File: src/rtl/dhcp_lte_pkg.sv
package dhcp_lte_pkg;

    localparam int MAC_W = 48;
    localparam int IP_W  = 32;
    localparam int OFF_W = 8;
    localparam int SLOT_OUT_W = 4;

    // request types
    localparam logic [2:0] REQ_DISCOVER  = 3'd0;
    localparam logic [2:0] REQ_INFORM    = 3'd1;
    localparam logic [2:0] REQ_REQUEST   = 3'd2;
    localparam logic [2:0] REQ_RELEASE   = 3'd3;
    localparam logic [2:0] REQ_DECLINE   = 3'd4;
    localparam logic [2:0] REQ_IP_BY_MAC = 3'd5;
    localparam logic [2:0] REQ_MAC_BY_IP = 3'd6;
    localparam logic [2:0] REQ_IGNORE    = 3'd7;

    // reply kinds
    localparam logic [2:0] KIND_NONE  = 3'd0;
    localparam logic [2:0] KIND_OFFER = 3'd1;
    localparam logic [2:0] KIND_ACK   = 3'd2;
    localparam logic [2:0] KIND_NAK   = 3'd3;
    localparam logic [2:0] KIND_HIT   = 3'd4;
    localparam logic [2:0] KIND_MISS  = 3'd5;

    // configuration register indexes
    localparam logic [1:0] CFG_NET_PREFIX = 2'd0;
    localparam logic [1:0] CFG_NET_MASK   = 2'd1;
    localparam logic [1:0] CFG_FIRST_OFF  = 2'd2;

    localparam logic [IP_W-1:0]  RST_NET_PREFIX = 32'h0A00_0200;
    localparam logic [IP_W-1:0]  RST_NET_MASK   = 32'hFFFF_FF00;
    localparam logic [OFF_W-1:0] RST_FIRST_OFF  = 8'd15;

    typedef struct packed {
        logic clear;
        logic step;
        logic key_is_ip;
    } t_scan_ctl;

    typedef struct packed {
        logic            hit;
        logic            free;
        logic [MAC_W-1:0] hit_mac;
        logic [IP_W-1:0]  hit_ip;
    } t_scan_stat;

endpackage

File: src/rtl/dhcp_lte_ram.sv
module dhcp_lte_ram #(
    parameter int WIDTH = 80,
    parameter int DEPTH = 16
) (
    input  logic                                       i_clk,
    input  logic                                       i_we,
    input  logic [((DEPTH > 1) ? $clog2(DEPTH) : 1)-1:0] i_waddr,
    input  logic [WIDTH-1:0]                           i_wdata,
    input  logic [((DEPTH > 1) ? $clog2(DEPTH) : 1)-1:0] i_raddr,
    output logic [WIDTH-1:0]                           o_rdata
);
    logic [WIDTH-1:0] r_mem [DEPTH];
    logic [WIDTH-1:0] r_rdata;

    always_ff @(posedge i_clk) begin
        if (i_we) begin
            r_mem[i_waddr] <= i_wdata;
        end
        r_rdata <= r_mem[i_raddr];
    end

    assign o_rdata = r_rdata;
endmodule

File: src/rtl/dhcp_lte_scan.sv
module dhcp_lte_scan #(
    parameter int SLOT_W = 4
) (
    input  logic                             i_clk,
    input  logic                             i_rst_n,
    input  dhcp_lte_pkg::t_scan_ctl          i_ctl,
    input  logic [SLOT_W-1:0]                i_idx,
    input  logic                             i_ent_valid,
    input  logic [dhcp_lte_pkg::MAC_W-1:0]   i_ent_mac,
    input  logic [dhcp_lte_pkg::IP_W-1:0]    i_ent_ip,
    input  logic [dhcp_lte_pkg::MAC_W-1:0]   i_key_mac,
    input  logic [dhcp_lte_pkg::IP_W-1:0]    i_key_ip,
    output dhcp_lte_pkg::t_scan_stat         o_stat,
    output logic [SLOT_W-1:0]                o_hit_slot,
    output logic [SLOT_W-1:0]                o_free_slot
);
    logic                           r_hit;
    logic                           r_free;
    logic [SLOT_W-1:0]              r_hit_slot;
    logic [SLOT_W-1:0]              r_free_slot;
    logic [dhcp_lte_pkg::MAC_W-1:0] r_hit_mac;
    logic [dhcp_lte_pkg::IP_W-1:0]  r_hit_ip;
    logic [dhcp_lte_pkg::MAC_W-1:0] cmp_a;
    logic [dhcp_lte_pkg::MAC_W-1:0] cmp_b;
    logic                           match;

    // one comparator serves both mac and ip keys
    assign cmp_a = i_ctl.key_is_ip ? {16'd0, i_ent_ip} : i_ent_mac;
    assign cmp_b = i_ctl.key_is_ip ? {16'd0, i_key_ip} : i_key_mac;
    assign match = i_ent_valid && (cmp_a == cmp_b);

    always_ff @(posedge i_clk) begin
        if (!i_rst_n || i_ctl.clear) begin
            r_hit  <= 1'b0;
            r_free <= 1'b0;
        end else if (i_ctl.step) begin
            // lowest slot wins for both searches
            if (match && !r_hit) begin
                r_hit <= 1'b1;
            end
            if (!i_ent_valid && !r_free) begin
                r_free <= 1'b1;
            end
        end
    end

    always_ff @(posedge i_clk) begin
        if (i_ctl.step && match && !r_hit) begin
            r_hit_slot <= i_idx;
            r_hit_mac  <= i_ent_mac;
            r_hit_ip   <= i_ent_ip;
        end
        if (i_ctl.step && !i_ent_valid && !r_free) begin
            r_free_slot <= i_idx;
        end
    end

    assign o_stat.hit     = r_hit;
    assign o_stat.free    = r_free;
    assign o_stat.hit_mac = r_hit_mac;
    assign o_stat.hit_ip  = r_hit_ip;
    assign o_hit_slot     = r_hit_slot;
    assign o_free_slot    = r_free_slot;
endmodule

File: src/rtl/dhcp_lease_table_engine.sv
// an accepted item walks the scan, drain and decide states; the result strobe is registered from decide
// a new item is taken only back in idle, busy is high meanwhile
// the table scan reads one slot per cycle through the single ram read port
// every item yields exactly one result beat, shown for one cycle; the receiver cannot stall
// synchronous active-low reset clears all slot valid bits and loads register defaults
// config writes are always taken, one per cycle
module dhcp_lease_table_engine #(
    parameter int TABLE_ENTRIES = 16
) (
    input  logic                             i_clk,
    input  logic                             i_rst_n,
    input  logic                             i_start,
    output logic                             o_busy,
    input  logic [2:0]                       i_req_type,
    input  logic [dhcp_lte_pkg::MAC_W-1:0]   i_client_mac,
    input  logic [dhcp_lte_pkg::IP_W-1:0]    i_client_addr,
    input  logic [dhcp_lte_pkg::IP_W-1:0]    i_requested_addr,
    input  logic                             i_requested_present,
    input  logic                             i_server_id_present,
    input  logic                             i_broadcast_flag,
    output logic                             o_valid,
    output logic [2:0]                       o_reply_kind,
    output logic [dhcp_lte_pkg::IP_W-1:0]    o_result_addr,
    output logic [dhcp_lte_pkg::MAC_W-1:0]   o_result_mac,
    output logic                             o_dest_broadcast,
    output logic [dhcp_lte_pkg::SLOT_OUT_W-1:0] o_entry_slot,
    input  logic                             i_cfg_valid,
    output logic                             o_cfg_ready,
    input  logic [1:0]                       i_cfg_index,
    input  logic [31:0]                      i_cfg_data
);
    localparam int SLOT_W = (TABLE_ENTRIES > 1) ? $clog2(TABLE_ENTRIES) : 1;
    localparam int ENT_W  = dhcp_lte_pkg::MAC_W + dhcp_lte_pkg::IP_W;
    localparam logic [SLOT_W-1:0] LAST_SLOT = SLOT_W'(TABLE_ENTRIES - 1);

    localparam logic [1:0] ST_IDLE   = 2'd0;
    localparam logic [1:0] ST_SCAN   = 2'd1;
    localparam logic [1:0] ST_DRAIN  = 2'd2;
    localparam logic [1:0] ST_DECIDE = 2'd3;

    logic [1:0]                       r_state, n_state;
    logic [SLOT_W-1:0]                r_idx, n_idx;
    logic                             r_rd_vld;
    logic [SLOT_W-1:0]                r_rd_idx;
    logic [TABLE_ENTRIES-1:0]         r_valid;

    logic [dhcp_lte_pkg::IP_W-1:0]    r_net_prefix;
    logic [dhcp_lte_pkg::IP_W-1:0]    r_net_mask;
    logic [dhcp_lte_pkg::OFF_W-1:0]   r_first_off;

    logic [2:0]                       r_req_type;
    logic [dhcp_lte_pkg::MAC_W-1:0]   r_client_mac;
    logic [dhcp_lte_pkg::IP_W-1:0]    r_client_addr;
    logic [dhcp_lte_pkg::IP_W-1:0]    r_requested_addr;
    logic                             r_rpres;
    logic                             r_spres;
    logic                             r_bcast;

    logic                             r_o_valid;
    logic [2:0]                       r_o_kind;
    logic [dhcp_lte_pkg::IP_W-1:0]    r_o_addr;
    logic [dhcp_lte_pkg::MAC_W-1:0]   r_o_mac;
    logic                             r_o_bcast;
    logic [dhcp_lte_pkg::SLOT_OUT_W-1:0] r_o_slot;

    logic                             accept;
    logic [ENT_W-1:0]                 ram_rdata;
    dhcp_lte_pkg::t_scan_ctl          scan_ctl;
    dhcp_lte_pkg::t_scan_stat         scan_stat;
    logic [SLOT_W-1:0]                hit_slot;
    logic [SLOT_W-1:0]                free_slot;

    logic                             wr_en;
    logic [SLOT_W-1:0]                wr_slot;
    logic [dhcp_lte_pkg::MAC_W-1:0]   wr_mac;
    logic [dhcp_lte_pkg::IP_W-1:0]    wr_ip;
    logic                             clr_en;
    logic [2:0]                       d_kind;
    logic                             d_use_slot;
    logic [SLOT_W-1:0]                d_slot;
    logic [dhcp_lte_pkg::IP_W-1:0]    d_addr;
    logic [dhcp_lte_pkg::MAC_W-1:0]   d_mac;
    logic [dhcp_lte_pkg::IP_W-1:0]    alloc_ip;
    logic                             raddr_on_net;
    logic                             caddr_on_net;
    logic [31:0]                      slot_wide;

    assign accept      = i_start && !o_busy;
    assign o_busy      = (r_state != ST_IDLE);
    assign o_cfg_ready = 1'b1;

    always_ff @(posedge i_clk) begin
        if (!i_rst_n) begin
            r_net_prefix <= dhcp_lte_pkg::RST_NET_PREFIX;
            r_net_mask   <= dhcp_lte_pkg::RST_NET_MASK;
            r_first_off  <= dhcp_lte_pkg::RST_FIRST_OFF;
        end else if (i_cfg_valid) begin
            case (i_cfg_index)
                dhcp_lte_pkg::CFG_NET_PREFIX: r_net_prefix <= i_cfg_data;
                dhcp_lte_pkg::CFG_NET_MASK:   r_net_mask   <= i_cfg_data;
                dhcp_lte_pkg::CFG_FIRST_OFF:  r_first_off  <= i_cfg_data[7:0];
                default: ;
            endcase
        end
    end

    always_comb begin
        n_state = r_state;
        n_idx   = r_idx;
        case (r_state)
            ST_IDLE: begin
                if (i_start) begin
                    n_state = ST_SCAN;
                    n_idx   = '0;
                end
            end
            ST_SCAN: begin
                n_idx = r_idx + 1'b1;
                if (r_idx == LAST_SLOT) begin
                    n_state = ST_DRAIN;
                end
            end
            ST_DRAIN:  n_state = ST_DECIDE;
            ST_DECIDE: n_state = ST_IDLE;
            default:   n_state = ST_IDLE;
        endcase
    end

    always_ff @(posedge i_clk) begin
        if (!i_rst_n) begin
            r_state  <= ST_IDLE;
            r_idx    <= '0;
            r_rd_vld <= 1'b0;
        end else begin
            r_state  <= n_state;
            r_idx    <= n_idx;
            r_rd_vld <= (r_state == ST_SCAN);
        end
    end

    always_ff @(posedge i_clk) begin
        r_rd_idx <= r_idx;
        if (accept) begin
            r_req_type       <= i_req_type;
            r_client_mac     <= i_client_mac;
            r_client_addr    <= i_client_addr;
            r_requested_addr <= i_requested_addr;
            r_rpres          <= i_requested_present;
            r_spres          <= i_server_id_present;
            r_bcast          <= i_broadcast_flag;
        end
    end

    dhcp_lte_ram #(
        .WIDTH (ENT_W),
        .DEPTH (TABLE_ENTRIES)
    ) u_ram (
        .i_clk   (i_clk),
        .i_we    (wr_en),
        .i_waddr (wr_slot),
        .i_wdata ({wr_mac, wr_ip}),
        .i_raddr (r_idx),
        .o_rdata (ram_rdata)
    );

    assign scan_ctl.clear     = accept;
    assign scan_ctl.step      = r_rd_vld;
    assign scan_ctl.key_is_ip = r_req_type inside {dhcp_lte_pkg::REQ_RELEASE,
                                                   dhcp_lte_pkg::REQ_MAC_BY_IP,
                                                   dhcp_lte_pkg::REQ_DECLINE};

    dhcp_lte_scan #(
        .SLOT_W (SLOT_W)
    ) u_scan (
        .i_clk       (i_clk),
        .i_rst_n     (i_rst_n),
        .i_ctl       (scan_ctl),
        .i_idx       (r_rd_idx),
        .i_ent_valid (r_valid[r_rd_idx]),
        .i_ent_mac   (ram_rdata[ENT_W-1:dhcp_lte_pkg::IP_W]),
        .i_ent_ip    (ram_rdata[dhcp_lte_pkg::IP_W-1:0]),
        .i_key_mac   (r_client_mac),
        .i_key_ip    ((r_req_type == dhcp_lte_pkg::REQ_DECLINE) ? r_requested_addr
                                                                 : r_client_addr),
        .o_stat      (scan_stat),
        .o_hit_slot  (hit_slot),
        .o_free_slot (free_slot)
    );

    assign alloc_ip     = r_net_prefix | (32'(free_slot) + 32'(r_first_off));
    assign raddr_on_net = ((r_requested_addr & r_net_mask) == r_net_prefix);
    assign caddr_on_net = ((r_client_addr & r_net_mask) == r_net_prefix);

    always_comb begin
        wr_en      = 1'b0;
        wr_slot    = free_slot;
        wr_mac     = r_client_mac;
        wr_ip      = r_requested_addr;
        clr_en     = 1'b0;
        d_kind     = dhcp_lte_pkg::KIND_NONE;
        d_use_slot = 1'b0;
        d_slot     = hit_slot;
        d_addr     = '0;
        d_mac      = '0;
        case (r_req_type)
            dhcp_lte_pkg::REQ_DISCOVER: begin
                if (scan_stat.hit) begin
                    d_kind     = dhcp_lte_pkg::KIND_OFFER;
                    d_use_slot = 1'b1;
                    d_addr     = scan_stat.hit_ip;
                end else if (scan_stat.free) begin
                    wr_en      = 1'b1;
                    wr_ip      = alloc_ip;
                    d_kind     = dhcp_lte_pkg::KIND_OFFER;
                    d_use_slot = 1'b1;
                    d_slot     = free_slot;
                    d_addr     = alloc_ip;
                end
            end
            dhcp_lte_pkg::REQ_INFORM: begin
                if (scan_stat.hit) begin
                    d_kind     = dhcp_lte_pkg::KIND_ACK;
                    d_use_slot = 1'b1;
                    d_addr     = scan_stat.hit_ip;
                end
            end
            dhcp_lte_pkg::REQ_REQUEST: begin
                if (r_spres) begin
                    // selecting
                    if (scan_stat.hit && r_rpres && r_client_addr == '0) begin
                        d_kind     = dhcp_lte_pkg::KIND_ACK;
                        d_use_slot = 1'b1;
                        d_addr     = scan_stat.hit_ip;
                    end
                end else if (r_rpres) begin
                    // init-reboot: the lease, or a new slot, takes requested_addr
                    if (r_client_addr != '0) begin
                        d_kind = dhcp_lte_pkg::KIND_NONE;
                    end else if (!raddr_on_net) begin
                        d_kind = dhcp_lte_pkg::KIND_NAK;
                    end else if (scan_stat.hit || scan_stat.free) begin
                        wr_en      = 1'b1;
                        wr_slot    = scan_stat.hit ? hit_slot : free_slot;
                        d_kind     = dhcp_lte_pkg::KIND_ACK;
                        d_use_slot = 1'b1;
                        d_slot     = wr_slot;
                        d_addr     = r_requested_addr;
                    end
                end else if (r_bcast) begin
                    // rebinding
                    if (scan_stat.hit) begin
                        d_kind     = dhcp_lte_pkg::KIND_ACK;
                        d_use_slot = 1'b1;
                        d_addr     = scan_stat.hit_ip;
                    end
                end else if (r_client_addr != '0) begin
                    // renewing
                    if (scan_stat.hit) begin
                        d_kind     = dhcp_lte_pkg::KIND_ACK;
                        d_use_slot = 1'b1;
                        d_addr     = scan_stat.hit_ip;
                    end else if (!caddr_on_net) begin
                        d_kind = dhcp_lte_pkg::KIND_NAK;
                    end else if (scan_stat.free) begin
                        wr_en      = 1'b1;
                        wr_ip      = r_client_addr;
                        d_kind     = dhcp_lte_pkg::KIND_ACK;
                        d_use_slot = 1'b1;
                        d_slot     = free_slot;
                        d_addr     = r_client_addr;
                    end
                end
            end
            dhcp_lte_pkg::REQ_RELEASE: begin
                clr_en = scan_stat.hit;
            end
            dhcp_lte_pkg::REQ_DECLINE: begin
                if (r_rpres && !scan_stat.hit && scan_stat.free) begin
                    wr_en  = 1'b1;
                    wr_mac = '0;
                end
            end
            dhcp_lte_pkg::REQ_IP_BY_MAC: begin
                if (scan_stat.hit) begin
                    d_kind     = dhcp_lte_pkg::KIND_HIT;
                    d_use_slot = 1'b1;
                    d_addr     = scan_stat.hit_ip;
                end else begin
                    d_kind = dhcp_lte_pkg::KIND_MISS;
                end
            end
            dhcp_lte_pkg::REQ_MAC_BY_IP: begin
                if (scan_stat.hit) begin
                    d_kind     = dhcp_lte_pkg::KIND_HIT;
                    d_use_slot = 1'b1;
                    d_addr     = scan_stat.hit_ip;
                    d_mac      = scan_stat.hit_mac;
                end else begin
                    d_kind = dhcp_lte_pkg::KIND_MISS;
                end
            end
            default: ;
        endcase
        if (r_state != ST_DECIDE) begin
            wr_en  = 1'b0;
            clr_en = 1'b0;
        end
    end

    assign slot_wide = 32'(d_slot);

    // freed or never used slots are told apart by their valid bit; a release clears only that bit
    always_ff @(posedge i_clk) begin
        if (!i_rst_n) begin
            r_valid <= '0;
        end else if (wr_en) begin
            r_valid[wr_slot] <= 1'b1;
        end else if (clr_en) begin
            r_valid[hit_slot] <= 1'b0;
        end
    end

    always_ff @(posedge i_clk) begin
        if (!i_rst_n) begin
            r_o_valid <= 1'b0;
        end else begin
            r_o_valid <= (r_state == ST_DECIDE);
        end
    end

    always_ff @(posedge i_clk) begin
        if (r_state == ST_DECIDE) begin
            r_o_kind  <= d_kind;
            r_o_addr  <= d_addr;
            r_o_mac   <= d_mac;
            r_o_bcast <= (d_kind == dhcp_lte_pkg::KIND_NAK) ||
                         (r_bcast && (d_kind == dhcp_lte_pkg::KIND_OFFER ||
                                      d_kind == dhcp_lte_pkg::KIND_ACK));
            r_o_slot  <= d_use_slot ? slot_wide[dhcp_lte_pkg::SLOT_OUT_W-1:0] : '0;
        end
    end

    assign o_valid          = r_o_valid;
    assign o_reply_kind     = r_o_kind;
    assign o_result_addr    = r_o_addr;
    assign o_result_mac     = r_o_mac;
    assign o_dest_broadcast = r_o_bcast;
    assign o_entry_slot     = r_o_slot;

`ifndef NO_ASSERTIONS
    a_strobe_after_decide: assert property (@(posedge i_clk) disable iff (!i_rst_n)
        r_o_valid |-> $past(r_state == ST_DECIDE))
        else $error("result strobe without a decide cycle");

    a_accept_starts_scan: assert property (@(posedge i_clk) disable iff (!i_rst_n)
        (i_start && !o_busy) |=> (r_state == ST_SCAN && r_idx == '0))
        else $error("accepted item did not start a scan at slot zero");

    a_drain_has_data: assert property (@(posedge i_clk) disable iff (!i_rst_n)
        (r_state == ST_DRAIN) |-> r_rd_vld)
        else $error("last slot read missing in drain");

    a_kind_range: assert property (@(posedge i_clk) disable iff (!i_rst_n)
        r_o_valid |-> (o_reply_kind <= dhcp_lte_pkg::KIND_MISS))
        else $error("reply kind out of range");
`endif
endmodule

File: config.mk
export PLATFORM = sky130hd
export DESIGN_NAME = dhcp_lease_table_engine
export DESIGN_NICKNAME = d
export VERILOG_FILES = /design/src/rtl/dhcp_lte_pkg.sv /design/src/rtl/dhcp_lte_ram.sv /design/src/rtl/dhcp_lte_scan.sv /design/src/rtl/dhcp_lease_table_engine.sv
export SDC_FILE = /design/constraint.sdc
export NUM_CORES = 2
export LEC_CHECK = 0
export BUFFER_PORTS_ARGS = -buffer_cell sky130_fd_sc_hd__buf_2
export CORE_MARGIN = 2
export CORE_UTILIZATION = 41
export DETAILED_ROUTE_END_ITERATION = 8
export GPL_TIMING_DRIVEN = 1
export HOLD_SLACK_MARGIN = 0.05
export PLACE_DENSITY_LB_ADDON = 0.08
export SETUP_SLACK_MARGIN = 0.02
export SLEW_MARGIN = 10
export SYNTH_ARGS = -nofsm -noshare
export SYNTH_HDL_FRONTEND = slang
export SYNTH_SLANG_ARGS = --single-unit
File: constraint.sdc
create_clock -name i_clk -period 6.88 [get_ports i_clk]
set_input_delay 0.688 -clock i_clk [delete_from_list [all_inputs] [get_ports i_clk]]
set_output_delay 0.688 -clock i_clk [all_outputs]
set_load 0.02 [all_outputs]
==> results.toml <==
[finish]
post-route-util_pct = 48.1
regArea_um2 = 50900
nets = 4198
fillers = 13847
drive_gt1_share_pct = 26.1
multiInputGateArea_um2 = 17100
stdcell_area_um2 = 80200
area_growth_pct = 16.6
diodes = 0

[pwr]
max-vdd-ir-drop_uv = 293
power.density_nw_per_um2 = 338
comb_power_share_pct = 13.6
p_switching_w = 0.00701
intPower_w = 0.0201
clkPwrFrac_pct = 38.0
finalPower_w = 0.0271
swShare_pct = 25.9
p_leak_nw = 25.8
seq_power_share_pct = 48.4

[routing]
drt_iter0_drc = 3903
highest_layer = "met5"
final_antenna_net_count = 0
drc = 0
drt_wl_total_mm = 204
via_per_inst = 5.80
wl_met1_mm = 89.4
vias = 37126
first_pass_iters = 6
wl_met3_mm = 11.6
wl_met2_mm = 97.0
wl_per_cell_um = 31.8

[critical_path]
path_max_fanout = 84
end_kind = "flop"
crit_path_start_kind = "flop"
crit_arrival_ns = 5.95
crit_required_ns = 7.31
criticalPathCategory = "flop to flop"

[global_routing]
grt_use_total_pct = 23.8
antenna_found_initial = 4
grt_pass1_vias = 37110
overflow = 0
grt_max_degree = 101
grt_pass1_wl_mm = 286

[floorplan]
dieHeight_um = 414
ioPinCount = 247
rows = 150
die_area_um2 = 171000
die_x_um = 414
core-area_um2 = 167000
initial_core_util_pct = 41.2

[sta]
hold_violations = 0
fmax_mhz = 181
fin_crit_sh_pct = 80.3
fin_skew_ns = 0.0339
period_needed_ns = 5.52
finalMaxSlewViolations = 0
setup_viol_count_final = 0
slew_headroom_pct = 15.4
tns_ns = 0
rsz0062_at_grt = "no"
tightest_slew_ns = 1.26

[clocking]
cts_inserted_buffers = 189
htree_num_levels = 4
cts_root_buffer = "clkbuf_16"
worst_skew_pair.late_latency_ns = 0.83
cts_buffer_depth = 3
tritoncts = "yes"
path_clk_slew_ns = 0.06
clkSinkCount = 1756

[synth]
yosysTopAreaCell = "edfxtp_1"
synth.most_common_cell = "edfxtp_1"
yosys-top-cells-area = "edfxtp_1 (69%), mux4_2 (13%), dfxtp_1 (5.3%)"
synth.distinct_cells = 81
avgSynthCellArea_um2 = 19.0
ys_warn_count = 0
syn_nets = 3790
synth_common_cells = "edfxtp_1 (1,574), mux4_2 (405), nand2_1 (234)"
netlist_instances = 3624
synth_edf_count = 1574
ys_seq_area_share_pct = 74.0
synth_top_area_share_pct = 68.7
async_flop_share_pct = 0
ys_ff_latch = 1756
synth_area_um2 = 68800
synth_flop_cell = "edfxtp_1"

[run_status]
outcome = "complete, no violations"

[placed_design]
dpl_cell_area_um2 = 73000
hpwl_mm = 124
io_buffers = 245
gp_congestion = 0.954

[job]
drv_cap = 0

[worst_hold_path]
hold_path.class = "input port to flop"
-- power groups by stage --
stage          Clock (W)  Sequential [W]  Combinational, W
2_1_floorplan          0          0.0131           0.00239
3_3_place_gp           0          0.0133           0.00369
3_5_place_dp           0          0.0133           0.00368
4_1_cts           0.0105          0.0131           0.00373
5_1_grt           0.0109          0.0131           0.00394
6_report          0.0103          0.0131           0.00368
-- placed cells by master (no fill, tap or decap), types with 16 or more instances in the layout --
cell,netlist,routed
xor2_1,35,35
nand4_1,26,26
clkinv_2,0,26
nand2_1,234,234
clkbuf_1,141,50
and2_1,59,58
clkbuf_8,0,28
clkinv_1,2,19
a221oi_1,16,16
nor2_1,65,59
buf_12,0,18
buf_2,9,246
bufinv_16,0,16
a21oi_1,109,109
and3b_1,17,17
o22a_1,16,16
and3_1,38,38
a211oi_1,20,20
nand3_1,71,71
mux2i_1,36,36
o21ai_0,42,41
mux4_2,405,405
dfxtp_1,182,179
inv_1,43,31
o221a_2,22,22
clkbuf_16,0,193
a22oi_1,26,26
dlygate4sd3_1,0,80
edfxtp_1,1574,1574
xnor2_1,34,34
a21o_1,25,25
nor4_1,19,17
a21boi_0,57,57
nor2b_1,62,62
buf_4,1,57
-- layout make-up --
type                    count  share of cell area, %
inverters                  45                  0.289
well taps                2204                   3.44
clock buffers             271                   6.74
clock inverters            82                   1.18
repair buffers            401                   3.52
multi-input cells        1639                   21.4
flip-flops and latches   1756                   63.5
-- logic make-up (layout without fill, tap and decap cells) --
family	Yosys count	after routing	synth area share, %
buffers and inverters	229	799	1.28
flip-flops	1756	1756	74.0
AND/OR/NAND/NOR	652	652	4.82
other	1	1	0.00545
XOR/XNOR	69	69	0.878
multiplexers	450	450	14.0
AO/OA/AOI/OAI	457	457	4.82
adder cells (fa/ha/maj)	10	10	0.193
-- metrics by stage --
step	hold WS [ns]	setup WS, ns	cells
after CTS	0.0500	1.56	6398
final	0.105	1.36	6398
after detailed placement	0.437	1.59	5965
after floorplan	0.353	1.30	3624
after global placement	0.434	1.33	5964
after global routing	0.0676	1.33	6398
-- critical path, cell delays in order, from the launching register on --
cell and delay (ns):
edfxtp_1 0.82, nor3b_2 0.33, buf_4 0.51, mux2i_1 0.60
o22ai_1 0.18, a2111oi_0 1.05, a22oi_1 0.22, a21oi_1 0.20
nand3_1 0.20, inv_6 0.76
-- flip-flops by register name (all words and copies together), names as in the netlist, 2 cells and up --
signal              count
u_ram.r_mem          1280
u_scan.r_hit_ip        32
o_result_addr          32
r_requested_addr       32
u_scan.r_hit_mac       48
r_net_prefix           32
o_entry_slot            4
r_state                 2
r_rd_idx                4
r_req_type              3
r_valid                16
r_idx                   4
r_first_off             8
o_result_mac           48
u_ram.o_rdata          80
u_scan.o_hit_slot       4
r_client_addr          32
u_scan.o_free_slot      4
o_reply_kind            3
r_net_mask             32
r_client_mac           48
-- path summary, 6_finish.rpt --
path / end / slack, ns / from / depth (start not counted)
max: u_scan.r_hit_mac[47] / 1.36 / r_req_type[1] / 9
min: r_client_addr[22] / 0.11 / i_client_addr[22] / 1
max reg2reg: u_scan.r_hit_mac[47] / 1.36 / r_req_type[1] / 9
min reg2reg: r_valid[2] / 0.45 / r_valid[2] / 2
-- layer usage --
layer	vias up	global-route usage [%]
li1	15643	-
met1	19704	34.2
met2	1457	38.0
met3	318	3.30
met4	4	7.07
met5	-	0
-- what timing repair did --
item,CTS,global route
buffers inserted,0,0
hold buffers,80,0
endpoints found under the hold margin,80,0
endpoints found under the setup margin,0,0
gates resized for setup,0,0
No activity file was read; power rests on OpenSTA's default activity.
